<file path="src/sv/ssm_pkg.sv">
// shared types, codes and sizes of the sparse span merge block
package ssm_pkg;

  localparam int unsigned Depth     = 4096;
  localparam int unsigned AW        = $clog2(Depth);
  localparam int unsigned CW        = AW + 1;
  localparam int unsigned FifoDepth = 2;

  // command codes on the input channel
  localparam logic [2:0] CMD_CLEAR = 3'd0;
  localparam logic [2:0] CMD_SCAN  = 3'd1;
  localparam logic [2:0] CMD_PLACE = 3'd2;
  localparam logic [2:0] CMD_BYTE  = 3'd3;
  localparam logic [2:0] CMD_READ  = 3'd4;
  localparam logic [2:0] CMD_RUN   = 3'd5;

  // status codes
  localparam logic [2:0] STAT_NONE      = 3'd0;
  localparam logic [2:0] STAT_SUCCESS   = 3'd1;
  localparam logic [2:0] STAT_PARTIAL   = 3'd2;
  localparam logic [2:0] STAT_ERROR     = 3'd3;
  localparam logic [2:0] STAT_TOO_LARGE = 3'd4;

  // timing codes
  localparam logic [1:0] TIME_SINGLE   = 2'd0;
  localparam logic [1:0] TIME_MULTIPLE = 2'd1;
  localparam logic [1:0] TIME_UNKNOWN  = 2'd2;

  // message codes
  localparam logic [1:0] MSG_NONE       = 2'd0;
  localparam logic [1:0] MSG_CONFLICT   = 2'd1;
  localparam logic [1:0] MSG_DIFF_TIMES = 2'd2;
  localparam logic [1:0] MSG_NO_TIME    = 2'd3;

  typedef enum logic [2:0] {
    OP_CLEAR  = 3'd0,
    OP_SCAN   = 3'd1,
    OP_PLACE  = 3'd2,
    OP_BYTE   = 3'd3,
    OP_READ   = 3'd4,
    OP_RUN    = 3'd5,
    OP_STATUS = 3'd6
  } op_e;

  typedef struct packed {
    logic [2:0]  cmd;
    logic [63:0] span_begin;
    logic [63:0] span_length;
    logic        time_present;
    logic [63:0] time_value;
    logic [7:0]  byte_value;
    logic        byte_present;
    logic [11:0] read_offset;
  } in_beat_t;

  typedef struct packed {
    logic [2:0]  status;
    logic [1:0]  timing;
    logic [1:0]  message;
    logic [63:0] window_begin;
    logic [12:0] window_length;
    logic [7:0]  read_value;
    logic        read_present;
    logic        run_valid;
    logic [63:0] run_begin;
    logic [12:0] run_length;
  } out_beat_t;

  // classified command as it waits in the queue
  typedef struct packed {
    op_e         op;
    logic        admitted;
    logic [63:0] span_begin;
    logic [63:0] span_end;
    logic        time_present;
    logic [63:0] time_value;
    logic [7:0]  byte_value;
    logic        byte_present;
    logic [11:0] read_offset;
  } item_t;

endpackage

</file>
<file path="src/sv/ssm_fifo.sv">
// short queue of decoded commands between front and back
module ssm_fifo (
  input  logic           clk_i,
  input  logic           rst_ni,
  input  logic           push_i,
  input  ssm_pkg::item_t item_i,
  output logic           full_o,
  input  logic           pop_i,
  output logic           valid_o,
  output ssm_pkg::item_t item_o
);

  localparam int unsigned PW = $clog2(ssm_pkg::FifoDepth);

  ssm_pkg::item_t mem_q [ssm_pkg::FifoDepth];
  logic [PW-1:0]  wr_q, rd_q;
  logic [PW:0]    cnt_q;

  assign full_o  = cnt_q == (PW+1)'(ssm_pkg::FifoDepth);
  assign valid_o = cnt_q != '0;
  assign item_o  = mem_q[rd_q];

  always_ff @(posedge clk_i or negedge rst_ni) begin
    if (!rst_ni) begin
      wr_q  <= '0;
      rd_q  <= '0;
      cnt_q <= '0;
    end else begin
      if (push_i) begin
        wr_q <= (wr_q == PW'(ssm_pkg::FifoDepth - 1)) ? '0 : wr_q + 1'b1;
      end
      if (pop_i) begin
        rd_q <= (rd_q == PW'(ssm_pkg::FifoDepth - 1)) ? '0 : rd_q + 1'b1;
      end
      if (push_i && !pop_i) begin
        cnt_q <= cnt_q + 1'b1;
      end else if (pop_i && !push_i) begin
        cnt_q <= cnt_q - 1'b1;
      end
    end
  end

  always_ff @(posedge clk_i) begin
    if (push_i) begin
      mem_q[wr_q] <= item_i;
    end
  end

endmodule

</file>
<file path="config.mk">
export PLATFORM = sky130hd
export DESIGN_NAME = ssm_fifo
export DESIGN_NICKNAME = d
export VERILOG_FILES = /design/src/sv/ssm_pkg.sv /design/src/sv/ssm_fifo.sv
export SDC_FILE = /design/constraint.sdc
export NUM_CORES = 1
export LEC_CHECK = 0
export BUFFER_PORTS_ARGS = -buffer_cell sky130_fd_sc_hd__buf_2
export CORE_ASPECT_RATIO = 1.75
export CORE_MARGIN = 2
export CORE_UTILIZATION = 56
export DETAILED_ROUTE_END_ITERATION = 8
export PLACE_DENSITY_LB_ADDON = 0.08
export SYNTH_ARGS = -nofsm -noshare
export SYNTH_HDL_FRONTEND = slang
export SYNTH_SLANG_ARGS = --single-unit
</file>
<file path="constraint.sdc">
create_clock -name clk_i -period 16 [get_ports clk_i]
set_clock_uncertainty 0.1 [all_clocks]
set_input_delay 1.6 -clock clk_i [delete_from_list [all_inputs] [get_ports clk_i]]
set_output_delay 1.6 -clock clk_i [all_outputs]
set_load 0.03 [all_outputs]
</file>
==> metrics list <==
* Clk sink count: 440
- Total die area: about 0.03 mm^2
* Setup crit start kind: flip-flop
- The flow ran to the end, and the final reports show no timing, DRC or antenna violations.
- After floorplanning, the core was sized to cover ~0.028 mm^2.
- In this run the most critical hold path is launched from cnt_q[1]$_DFFE_PN0P_.
* VDD IR-drop max: 0.122 mV
* Die H: approximately 230 um
* Average cell area after synthesis: 23.1 um^2
* Routed vias: slightly above 8,000
- The initial antenna violation count was 11.
- At the end of routability-driven placement, the weighted congestion stood at a little over 0.8.
- For this design the static power due to leakage is around 7.5 nW.
* Slew Viols, Final: 0
- For this design the ratio of total power to cell area is 197 mW/mm^2.
- In the routed design, unresolved DRC markers number 0.
* Count of different cell masters after synthesis: 13
- Setup violations remaining at the end of the flow were counted as 0.
* Starting density of the core: a little under three fifths
- Worst path arrival time: 3.30 ns
* Max-cap check violation count: 0
* Number of global-route vias before repair: 8,509
- Depth of the worst hold-timing path: 1
- Seq/Total Area, Yosys: 82.4%
- Area of the multi-input gates: roughly 0.0025 mm^2
- Nets: about 1,400
- Number of post-CTS setup repair buffers: 0
- Maximum number of pins on one net before global-route repair: 83
* Critical path fanouts, max: between 80 and 90
* Number of nets in the synthesized netlist: about 920
- Setup repair after global routing left no endpoint under its margin.
- The count of nets left with antenna violations once routing finished came out at 0.
* Cell at the root of the clock tree: sky130_fd_sc_hd__clkbuf_16
- Total negative setup slack: 0 ns
- Least-Margin Pin Slew: around 1.1 ns
- ~440 I/O pins were placed.
- Clock slew at reported path FFs: roughly 0.07 ns
* Bufs on Longest Clock Path: 3
* Chip width: roughly 130 um
- Min-Delay Endpoint: cnt_q[1]$_DFFE_PN0P_
- The startpoint identified for the worst register-to-register timing path is wr_q$_DFFE_PN0P_.
* Flop and latch count out of synthesis: 440
* Fill cell total of the finished layout: 1,846
- Leaving out fill and tap cells, the most frequent cell in the layout is sky130_fd_sc_hd__buf_2.
- The first global-routing pass estimated 48,900 um of wire.
* Required time at the endpoint of the critical path: approximately 14 ns
- Storage element area: between 0.01 and 0.015 mm^2
- Latest clock arrival within the worst-skew pair: approximately 0.52 ns
* Class of the most critical setup path: reg2out
* Number of instances resized during post-cts repair: 0
- Maximum achievable frequency: around 200 MHz
- Row generation in the floorplan step produced between 80 and 90 rows.
- In this run the register-to-register setup slack is 13.24 ns.
* Reg2reg path depth: 3
* PortBufs: approximately 440
- The area growth from synthesis to layout is 24.0%.
- Leaving out fill and tap cells, the most frequent cells in the layout are sky130_fd_sc_hd__buf_2 (441), sky130_fd_sc_hd__edfxtp_1 (436), sky130_fd_sc_hd__mux2_2 (218).
- Class of the most critical hold timing path: reg2reg
- Global-route total usage across every layer: 22.1%
- In the final routed layout, each cell accounts on average for approximately 22 um.
- CTS Buf Count: 39
- CTS HTree Levels: 2
- Cells with a size suffix above 1 make up between 60% and 70% of the layout.
- For this run the aggregate overflow at the end of global routing stands at 0.
- Total power draw: 3.90 mW
* Tightest slew margin relative to the limit: ~27%
* Minimum clock period after layout: between 4 and 5 ns
- In the routed layout, each cell is associated on average with a via count of approximately 5.2.
- The worst path uses 31.2% of the clock period.
* Worst setup EP type: output pin
* Wirelength, routed: 34,200 um
- Half-perimeter wire length after placement: around 23,000 um
* CTS hold repair buffers: 0
* Synth Warn #: 0
- Total standard cell area after synthesis: approximately 0.016 mm^2
- The first detailed-routing pass ran for 4 iterations.
- The detailed router finished its first iteration with 470 violations.
- The final count of hold timing violations came to 0.
- The endpoint identified for the worst register-to-register timing path is mem_q[0][89]$_DFFE_PP_.
* CTS tree: yes
* Post-synthesis instance total: ~700
==> through the flow <==
stage	area, um^2	util [%]	hold WS (ns)	instances	setup WS, ns
finish	19800	70.7	0.390	1571	11.00
global route	19800	70.6	0.422	1569	10.83
CTS	19800	70.6	0.399	1560	10.97
detailed placement	18500	65.8	0.386	1491	11.56
global placement	18500	65.8	0.384	1491	11.55
floorplan	16000	-	0.347	694	4.08
==> routing by layer <==
layer | vias to the layer above | wire length [um] | track usage [%]
met1 | 3984 | 11600 | 23.5
li1 | 3722 | - | -
met5 | - | 16 | 0
met4 | 2 | 1600 | 13.4
met2 | 348 | 18200 | 38.3
met3 | 83 | 2820 | 7.41
==> kinds of logic (layout without fill, tap and decap cells) <==
family,count (synthesis),after routing,synth area share [%]
xor+xnor,5,5,0.274
fa+ha+maj,1,1,0.0782
buf+inv,25,518,1.69
flops,440,440,82.4
mux,218,218,15.3
other cells,0,11,0
simple gates,5,5,0.180
==> power breakdown <==
part | switching (mW) | internal (mW) | total [mW]
clock | 0.392 | 0.580 | 0.972
combinational | 0.873 | 0.439 | 1.31
sequential | 0.0880 | 1.53 | 1.62
==> how the worst max path moves through the flow <==
stage | start | to | slack (ns) | cells past startpoint
after floorplan | push_i | mem_q[0][0]$_DFFE_PP_ | 4.08 | 1
after global placement | rd_q$_DFFE_PN0P_ | item_o[27] | 11.55 | 3
after detailed placement | rd_q$_DFFE_PN0P_ | item_o[63] | 11.56 | 3
after CTS | rd_q$_DFFE_PN0P_ | item_o[27] | 10.97 | 3
after global routing | rd_q$_DFFE_PN0P_ | item_o[216] | 10.83 | 3
final | rd_q$_DFFE_PN0P_ | item_o[63] | 11.00 | 3
==> synthesized netlist by cell type, drive strengths merged <==
master,number,area [um^2]
ha,1,12.5
edfxtp,436,13100
inv,1,3.75
dfrtp,4,100
nor2,1,3.75
and2,1,6.26
mux2,218,2450
nor2b,2,12.5
or2,1,6.26
xnor2,1,8.76
buf,24,267
xor2,4,35.0
==> sequential cells by signal (all words and copies together), names as in the netlist <==
name / flops
wr_q: 1
cnt_q: 2
rd_q: 1
mem_q: 436
==> critical path: stages (launching register included) <==
cell	delay, ns
sky130_fd_sc_hd__dfrtp_4	1.07
sky130_fd_sc_hd__buf_4	0.93
sky130_fd_sc_hd__mux2_2	0.44
sky130_fd_sc_hd__buf_2	0.18
==> layout make-up <==
type	count	share of cell area [%]
tap	373	2.35
sequential	440	66.5
timing repair buffer	448	11.4
antenna	11	0.139
clock buffer	47	5.29
inverter	1	0.0189
clock inverter	22	1.44
multi-input combinational	229	12.9
Note: power is estimated with default switching activity, not from simulation.
