==> config.mk <==
export PLATFORM = sky130hd
export DESIGN_NAME = ssm_front_flat
export DESIGN_NICKNAME = d
export VERILOG_FILES = /design/src/sv/ssm_pkg.sv /design/src/sv/ssm_if.sv /design/src/sv/ssm_front.sv /design/src/flat_wrapper.sv
export SDC_FILE = /design/constraint.sdc
export NUM_CORES = 1
export LEC_CHECK = 0
export BUFFER_PORTS_ARGS = -buffer_cell sky130_fd_sc_hd__clkbuf_2
export CORE_AREA = 2 2 169 171
export DETAILED_ROUTE_END_ITERATION = 16
export DIE_AREA = 0 0 171 173
export GPL_TIMING_DRIVEN = 0
export SYNTH_ARGS = -nofsm -noshare
export SYNTH_HDL_FRONTEND = slang
export SYNTH_SLANG_ARGS = --single-unit
export TNS_END_PERCENT = 20
==> constraint.sdc <==
create_clock -name vclk -period 7.1
set_clock_uncertainty 0.15 [all_clocks]
set_input_delay 1.065 -clock vclk [all_inputs]
set_output_delay 1.065 -clock vclk [all_outputs]
set_load 0.005 [all_outputs]
==> src/sv/ssm_pkg.sv <==
// shared types, codes and sizes of the sparse span merge block
package ssm_pkg;

  localparam int unsigned Depth     = 4096;
  localparam int unsigned AW        = $clog2(Depth);
  localparam int unsigned CW        = AW + 1;
  localparam int unsigned FifoDepth = 2;

  // command codes on the input channel
  localparam logic [2:0] CMD_CLEAR = 3'd0;
  localparam logic [2:0] CMD_SCAN  = 3'd1;
  localparam logic [2:0] CMD_PLACE = 3'd2;
  localparam logic [2:0] CMD_BYTE  = 3'd3;
  localparam logic [2:0] CMD_READ  = 3'd4;
  localparam logic [2:0] CMD_RUN   = 3'd5;

  // status codes
  localparam logic [2:0] STAT_NONE      = 3'd0;
  localparam logic [2:0] STAT_SUCCESS   = 3'd1;
  localparam logic [2:0] STAT_PARTIAL   = 3'd2;
  localparam logic [2:0] STAT_ERROR     = 3'd3;
  localparam logic [2:0] STAT_TOO_LARGE = 3'd4;

  // timing codes
  localparam logic [1:0] TIME_SINGLE   = 2'd0;
  localparam logic [1:0] TIME_MULTIPLE = 2'd1;
  localparam logic [1:0] TIME_UNKNOWN  = 2'd2;

  // message codes
  localparam logic [1:0] MSG_NONE       = 2'd0;
  localparam logic [1:0] MSG_CONFLICT   = 2'd1;
  localparam logic [1:0] MSG_DIFF_TIMES = 2'd2;
  localparam logic [1:0] MSG_NO_TIME    = 2'd3;

  typedef enum logic [2:0] {
    OP_CLEAR  = 3'd0,
    OP_SCAN   = 3'd1,
    OP_PLACE  = 3'd2,
    OP_BYTE   = 3'd3,
    OP_READ   = 3'd4,
    OP_RUN    = 3'd5,
    OP_STATUS = 3'd6
  } op_e;

  typedef struct packed {
    logic [2:0]  cmd;
    logic [63:0] span_begin;
    logic [63:0] span_length;
    logic        time_present;
    logic [63:0] time_value;
    logic [7:0]  byte_value;
    logic        byte_present;
    logic [11:0] read_offset;
  } in_beat_t;

  typedef struct packed {
    logic [2:0]  status;
    logic [1:0]  timing;
    logic [1:0]  message;
    logic [63:0] window_begin;
    logic [12:0] window_length;
    logic [7:0]  read_value;
    logic        read_present;
    logic        run_valid;
    logic [63:0] run_begin;
    logic [12:0] run_length;
  } out_beat_t;

  // classified command as it waits in the queue
  typedef struct packed {
    op_e         op;
    logic        admitted;
    logic [63:0] span_begin;
    logic [63:0] span_end;
    logic        time_present;
    logic [63:0] time_value;
    logic [7:0]  byte_value;
    logic        byte_present;
    logic [11:0] read_offset;
  } item_t;

endpackage

==> src/sv/ssm_if.sv <==
// valid/ready channel interfaces for input and result beats
interface ssm_in_if;
  logic              valid;
  logic              ready;
  ssm_pkg::in_beat_t beat;
  modport source (output valid, output beat, input ready);
  modport sink (input valid, input beat, output ready);
endinterface


==> src/sv/ssm_front.sv <==
// front end: accepts input beats, decodes the command and checks span admission
module ssm_front (
  ssm_in_if.sink        in_i,
  input  logic          full_i,
  input  logic          init_busy_i,
  output logic          push_o,
  output ssm_pkg::item_t item_o
);

  logic [64:0] sum;

  assign in_i.ready = !full_i && !init_busy_i;
  assign push_o     = in_i.valid && in_i.ready;
  assign sum        = {1'b0, in_i.beat.span_begin} + {1'b0, in_i.beat.span_length};

  always_comb begin
    item_o.admitted     = (in_i.beat.span_length != 64'd0) && !sum[64];
    item_o.span_begin   = in_i.beat.span_begin;
    item_o.span_end     = sum[63:0];
    item_o.time_present = in_i.beat.time_present;
    item_o.time_value   = in_i.beat.time_value;
    item_o.byte_value   = in_i.beat.byte_value;
    item_o.byte_present = in_i.beat.byte_present;
    item_o.read_offset  = in_i.beat.read_offset;
    unique case (in_i.beat.cmd)
      ssm_pkg::CMD_CLEAR: item_o.op = ssm_pkg::OP_CLEAR;
      ssm_pkg::CMD_SCAN:  item_o.op = ssm_pkg::OP_SCAN;
      ssm_pkg::CMD_PLACE: item_o.op = ssm_pkg::OP_PLACE;
      ssm_pkg::CMD_BYTE:  item_o.op = ssm_pkg::OP_BYTE;
      ssm_pkg::CMD_READ:  item_o.op = ssm_pkg::OP_READ;
      ssm_pkg::CMD_RUN:   item_o.op = ssm_pkg::OP_RUN;
      default:            item_o.op = ssm_pkg::OP_STATUS;
    endcase
  end

endmodule

==> src/flat_wrapper.sv <==
// flat-port wrapper written by rule: the top's interface ports become plain ports
module ssm_front_flat 
  (full_i, init_busy_i, push_o, item_o, in_i_valid, in_i_beat, in_i_ready);
  ssm_in_if in_i_i ();
  input  logic full_i;
  input  logic init_busy_i;
  output logic push_o;
  output ssm_pkg::item_t item_o;
  input wire logic [$bits(in_i_i.valid)-1:0] in_i_valid;
  input wire logic [$bits(in_i_i.beat)-1:0] in_i_beat;
  output wire logic [$bits(in_i_i.ready)-1:0] in_i_ready;
  assign in_i_i.valid = in_i_valid;
  assign in_i_i.beat = in_i_beat;
  assign in_i_ready = in_i_i.ready;
  ssm_front u_core (.in_i(in_i_i), .full_i(full_i), .init_busy_i(init_busy_i), .push_o(push_o), .item_o(item_o));
endmodule
==> metrics.txt <==
# TYPE chip_impl_metric gauge
chip_impl_info{name="outcome",value="finished clean"} 1
chip_impl_metric{name="pin_count",unit=""} 440
chip_impl_metric{name="place.gp.congestion",unit=""} 0.869
chip_impl_metric{name="fmax",unit="GHz"} 0.178
chip_impl_metric{name="switching_share",unit="%"} 53.7
chip_impl_metric{name="num_antenna_cells",unit=""} 0
chip_impl_metric{name="dieWidth",unit="um"} 171
chip_impl_metric{name="synth_cell_types",unit=""} 70
chip_impl_metric{name="synth_fp_nets",unit=""} 1048
chip_impl_metric{name="hold_buffers",unit=""} 0
chip_impl_metric{name="critPathMaxFanout",unit=""} 4
chip_impl_metric{name="critPathRequiredTime",unit="ns"} 5.88
chip_impl_metric{name="synthCells",unit=""} 763
chip_impl_metric{name="regArea",unit="um2"} 0
chip_impl_metric{name="synth-adder-area-share",unit="%"} 15.3
chip_impl_metric{name="min_period",unit="ns"} 5.60
chip_impl_metric{name="fin_nets",unit=""} 1404
chip_impl_metric{name="post_synth_and_or_nand_nor_area_fraction",unit="%"} 19.0
chip_impl_metric{name="max_slew.worst_pin.slew",unit="ns"} 1.14
chip_impl_metric{name="die_h",unit="um"} 173
chip_impl_info{name="worst_min_path_class",value="input port to primary output"} 1
chip_impl_metric{name="final_layout_size_suffix_gt1_share",unit="%"} 49.3
chip_impl_metric{name="post_synth.cell_area_avg",unit="um2"} 7.03
chip_impl_metric{name="finalSetupViolations",unit=""} 0
chip_impl_metric{name="syn2layout_area_growth",unit="%"} 41.8
chip_impl_metric{name="timing.max_cap.violations",unit=""} 0
chip_impl_metric{name="crit_arrival",unit="ns"} 4.39
chip_impl_metric{name="power.sequential.fraction",unit="%"} 0
chip_impl_metric{name="antenna_violating_nets_post_route",unit=""} 0
chip_impl_info{name="grt_setup_unrepaired",value="false"} 1
chip_impl_info{name="crit_end",value="item_o[214]"} 1
chip_impl_metric{name="clock_buffer_count",unit=""} 0
chip_impl_metric{name="fraction_of_power_consumed_by_combinational_cells",unit="%"} 100.0
chip_impl_metric{name="detailedRoute.firstPassIterationCount",unit=""} 7
chip_impl_metric{name="fin_hold_ws",unit="ns"} 2.15
chip_impl_metric{name="post_layout_util",unit="%"} 27.5
chip_impl_metric{name="grt.overflow.total",unit=""} 0
chip_impl_metric{name="synth_mux_area_share",unit="%"} 0
chip_impl_info{name="cp-end-kind",value="primary output"} 1
chip_impl_metric{name="post_cts_repair_resize_count",unit=""} 0
chip_impl_metric{name="layout.filler_cells",unit=""} 3151
chip_impl_metric{name="hold_viol_final",unit=""} 0
chip_impl_metric{name="slew_headroom",unit="%"} 23.5
chip_impl_metric{name="antenna_found_initial",unit=""} 0
chip_impl_info{name="most-common-layout-cells",value="sky130_fd_sc_hd__clkbuf_2, sky130_fd_sc_hd__buf_4, sky130_fd_sc_hd__a21oi_1, sky130_fd_sc_hd__ha_1, sky130_fd_sc_hd__nand2_1"} 1
chip_impl_metric{name="syn-cell-area",unit="mm2"} 0.00536
chip_impl_metric{name="final-max-slew-violation-count",unit=""} 0
chip_impl_metric{name="remaining_drc_errors",unit=""} 0
chip_impl_info{name="most_frequent_standard_cell_in_the_layout_excluding_fill_and_tap_cells",value="sky130_fd_sc_hd__clkbuf_2"} 1
chip_impl_metric{name="wire_per_inst",unit="um"} 16.1
chip_impl_metric{name="synth-compound-area-share",unit="%"} 30.3
chip_impl_metric{name="power-per-cell-area",unit="mW/mm2"} 91.2
chip_impl_info{name="crit_path_start",value="in_i_beat[86]"} 1
chip_impl_metric{name="finalCritPeriodShare",unit="%"} 78.9
chip_impl_metric{name="drtIter0Drc",unit=""} 368
chip_impl_metric{name="yosysWarnings",unit=""} 0
chip_impl_metric{name="post_synth_xor_area_fraction",unit="%"} 9.96
chip_impl_metric{name="port_buffers",unit=""} 354
chip_impl_metric{name="core_area",unit="mm2"} 0.0276
chip_impl_metric{name="grt_pass1_wl",unit="um"} 35300
chip_impl_metric{name="totalNegativeSetupSlack",unit="ns"} 0
chip_impl_metric{name="dr_total_vias",unit=""} 6717
chip_impl_metric{name="initial_core_util",unit="%"} 19.4
chip_impl_metric{name="net-switching-power",unit="uW"} 373
chip_impl_metric{name="globalRouteTotalUtil",unit="%"} 15.0
chip_impl_metric{name="die_area",unit="mm2"} 0.0296
chip_impl_metric{name="vdd.ir_drop.worst",unit="mV"} 0.0310
chip_impl_metric{name="grt_start_max_net_pins",unit=""} 11
chip_impl_metric{name="synth-seq-area-share",unit="%"} 0
chip_impl_metric{name="postCtsSetupRepairBufs",unit=""} 0
chip_impl_metric{name="place_hpwl",unit="um"} 22000
chip_impl_metric{name="core.rowCount",unit=""} 61
chip_impl_metric{name="sequential_cell_count",unit=""} 0
chip_impl_info{name="critPathLaunchType",value="input port"} 1
chip_impl_metric{name="via_count_of_the_first_global_routing_pass",unit=""} 6296
chip_impl_metric{name="fin_total_pwr",unit="uW"} 694
chip_impl_metric{name="power.static_leakage",unit="uW"} 0.00409
chip_impl_metric{name="power.clock.fraction",unit="%"} 0
chip_impl_metric{name="detail_route.wirelength",unit="um"} 24000
chip_impl_metric{name="power.internal",unit="uW"} 321
chip_impl_info{name="setup.worst_path.class",value="input port to primary output"} 1
chip_impl_metric{name="drt-vias-per-instance",unit=""} 4.49
chip_impl_info{name="synth_top_family_by_area",value="compound AO/OA/AOI/OAI gates"} 1
## routing by layer
layer	up-vias	GRT usage, %	wire (um)
met1	3050	20.4	10500
li1	3349	-	-
met4	0	3.07	566
met5	-	0	0
met2	301	25.5	11400
met3	17	1.37	1570
## layout make-up
class	instances	area, um2	area share, %
repair buffers	354	1770	23.3
plain buffers	186	1290	17.0
well taps	378	473	6.22
multi-input cells	558	4000	52.6
inverters	19	71.3	0.937
## through the flow
stage	setup WS (ns)	cells	instance area [um2]
final	1.50	1495	7610
after global routing	1.32	1495	7610
after CTS	1.47	1495	7610
after detailed placement	1.50	1495	7610
after global placement	1.50	1495	7610
after floorplan	2.61	763	5360
## Yosys cell counts (9+ instances only)
cell,number,area share [%]
sky130_fd_sc_hd__buf_4,153,21
sky130_fd_sc_hd__a21oi_1,75,7.0
sky130_fd_sc_hd__ha_1,64,15
sky130_fd_sc_hd__nand2_1,50,3.5
sky130_fd_sc_hd__nor2_1,43,3.0
sky130_fd_sc_hd__xnor2_1,38,6.2
sky130_fd_sc_hd__a21o_1,32,4.5
sky130_fd_sc_hd__nand4_1,28,3.3
sky130_fd_sc_hd__o21ai_0,27,2.5
sky130_fd_sc_hd__xor2_1,23,3.8
sky130_fd_sc_hd__inv_1,19,1.3
sky130_fd_sc_hd__nor4_1,19,2.2
sky130_fd_sc_hd__buf_2,15,1.4
sky130_fd_sc_hd__clkbuf_1,14,0.98
sky130_fd_sc_hd__nand3_1,12,1.1
sky130_fd_sc_hd__o21bai_1,12,1.7
sky130_fd_sc_hd__nor3_1,10,0.93
sky130_fd_sc_hd__o21ai_1,10,0.93
sky130_fd_sc_hd__o21a_1,9,1.3
## worst max-delay path, cell delays in order
cell	delay (ns)
sky130_fd_sc_hd__clkbuf_2	0.16
sky130_fd_sc_hd__ha_1	0.28
sky130_fd_sc_hd__fa_1	0.41
sky130_fd_sc_hd__a21o_1	0.22
sky130_fd_sc_hd__nand4_1	0.16
sky130_fd_sc_hd__a211oi_1	0.12
sky130_fd_sc_hd__a211oi_2	0.46
sky130_fd_sc_hd__o32a_1	0.39
sky130_fd_sc_hd__o2111ai_2	0.21
sky130_fd_sc_hd__a311oi_1	0.36
sky130_fd_sc_hd__o21bai_2	0.13
sky130_fd_sc_hd__a21oi_1	0.25
sky130_fd_sc_hd__clkbuf_2	0.17
## power groups by stage
stage,sequential [uW],combinational (uW),clock (uW)
finish,0,694,0
CTS,0,700,0
floorplan,0,409,0
detailed placement,0,696,0
global route,0,766,0
global placement,0,694,0
## worst min-delay path by stage
stage / depth (start not counted) / startpoint / to
after floorplan: 1 / full_i / in_i_ready
after global placement: 2 / in_i_beat[69] / item_o[69]
after detailed placement: 2 / in_i_beat[37] / item_o[37]
after CTS: 2 / in_i_beat[42] / item_o[42]
after global routing: 2 / in_i_beat[37] / item_o[37]
final: 2 / in_i_beat[42] / item_o[42]
## kinds of logic (layout without fill, tap and decap cells)
group | count (synthesis) | count (layout)
xor gates and xnor gates | 61 | 61
adders and majority gates | 65 | 65
AOI/OAI and AO/OA | 234 | 234
and+or+nand+nor | 198 | 198
buffers and inverters | 205 | 559
(Power assumes the default switching activity.)
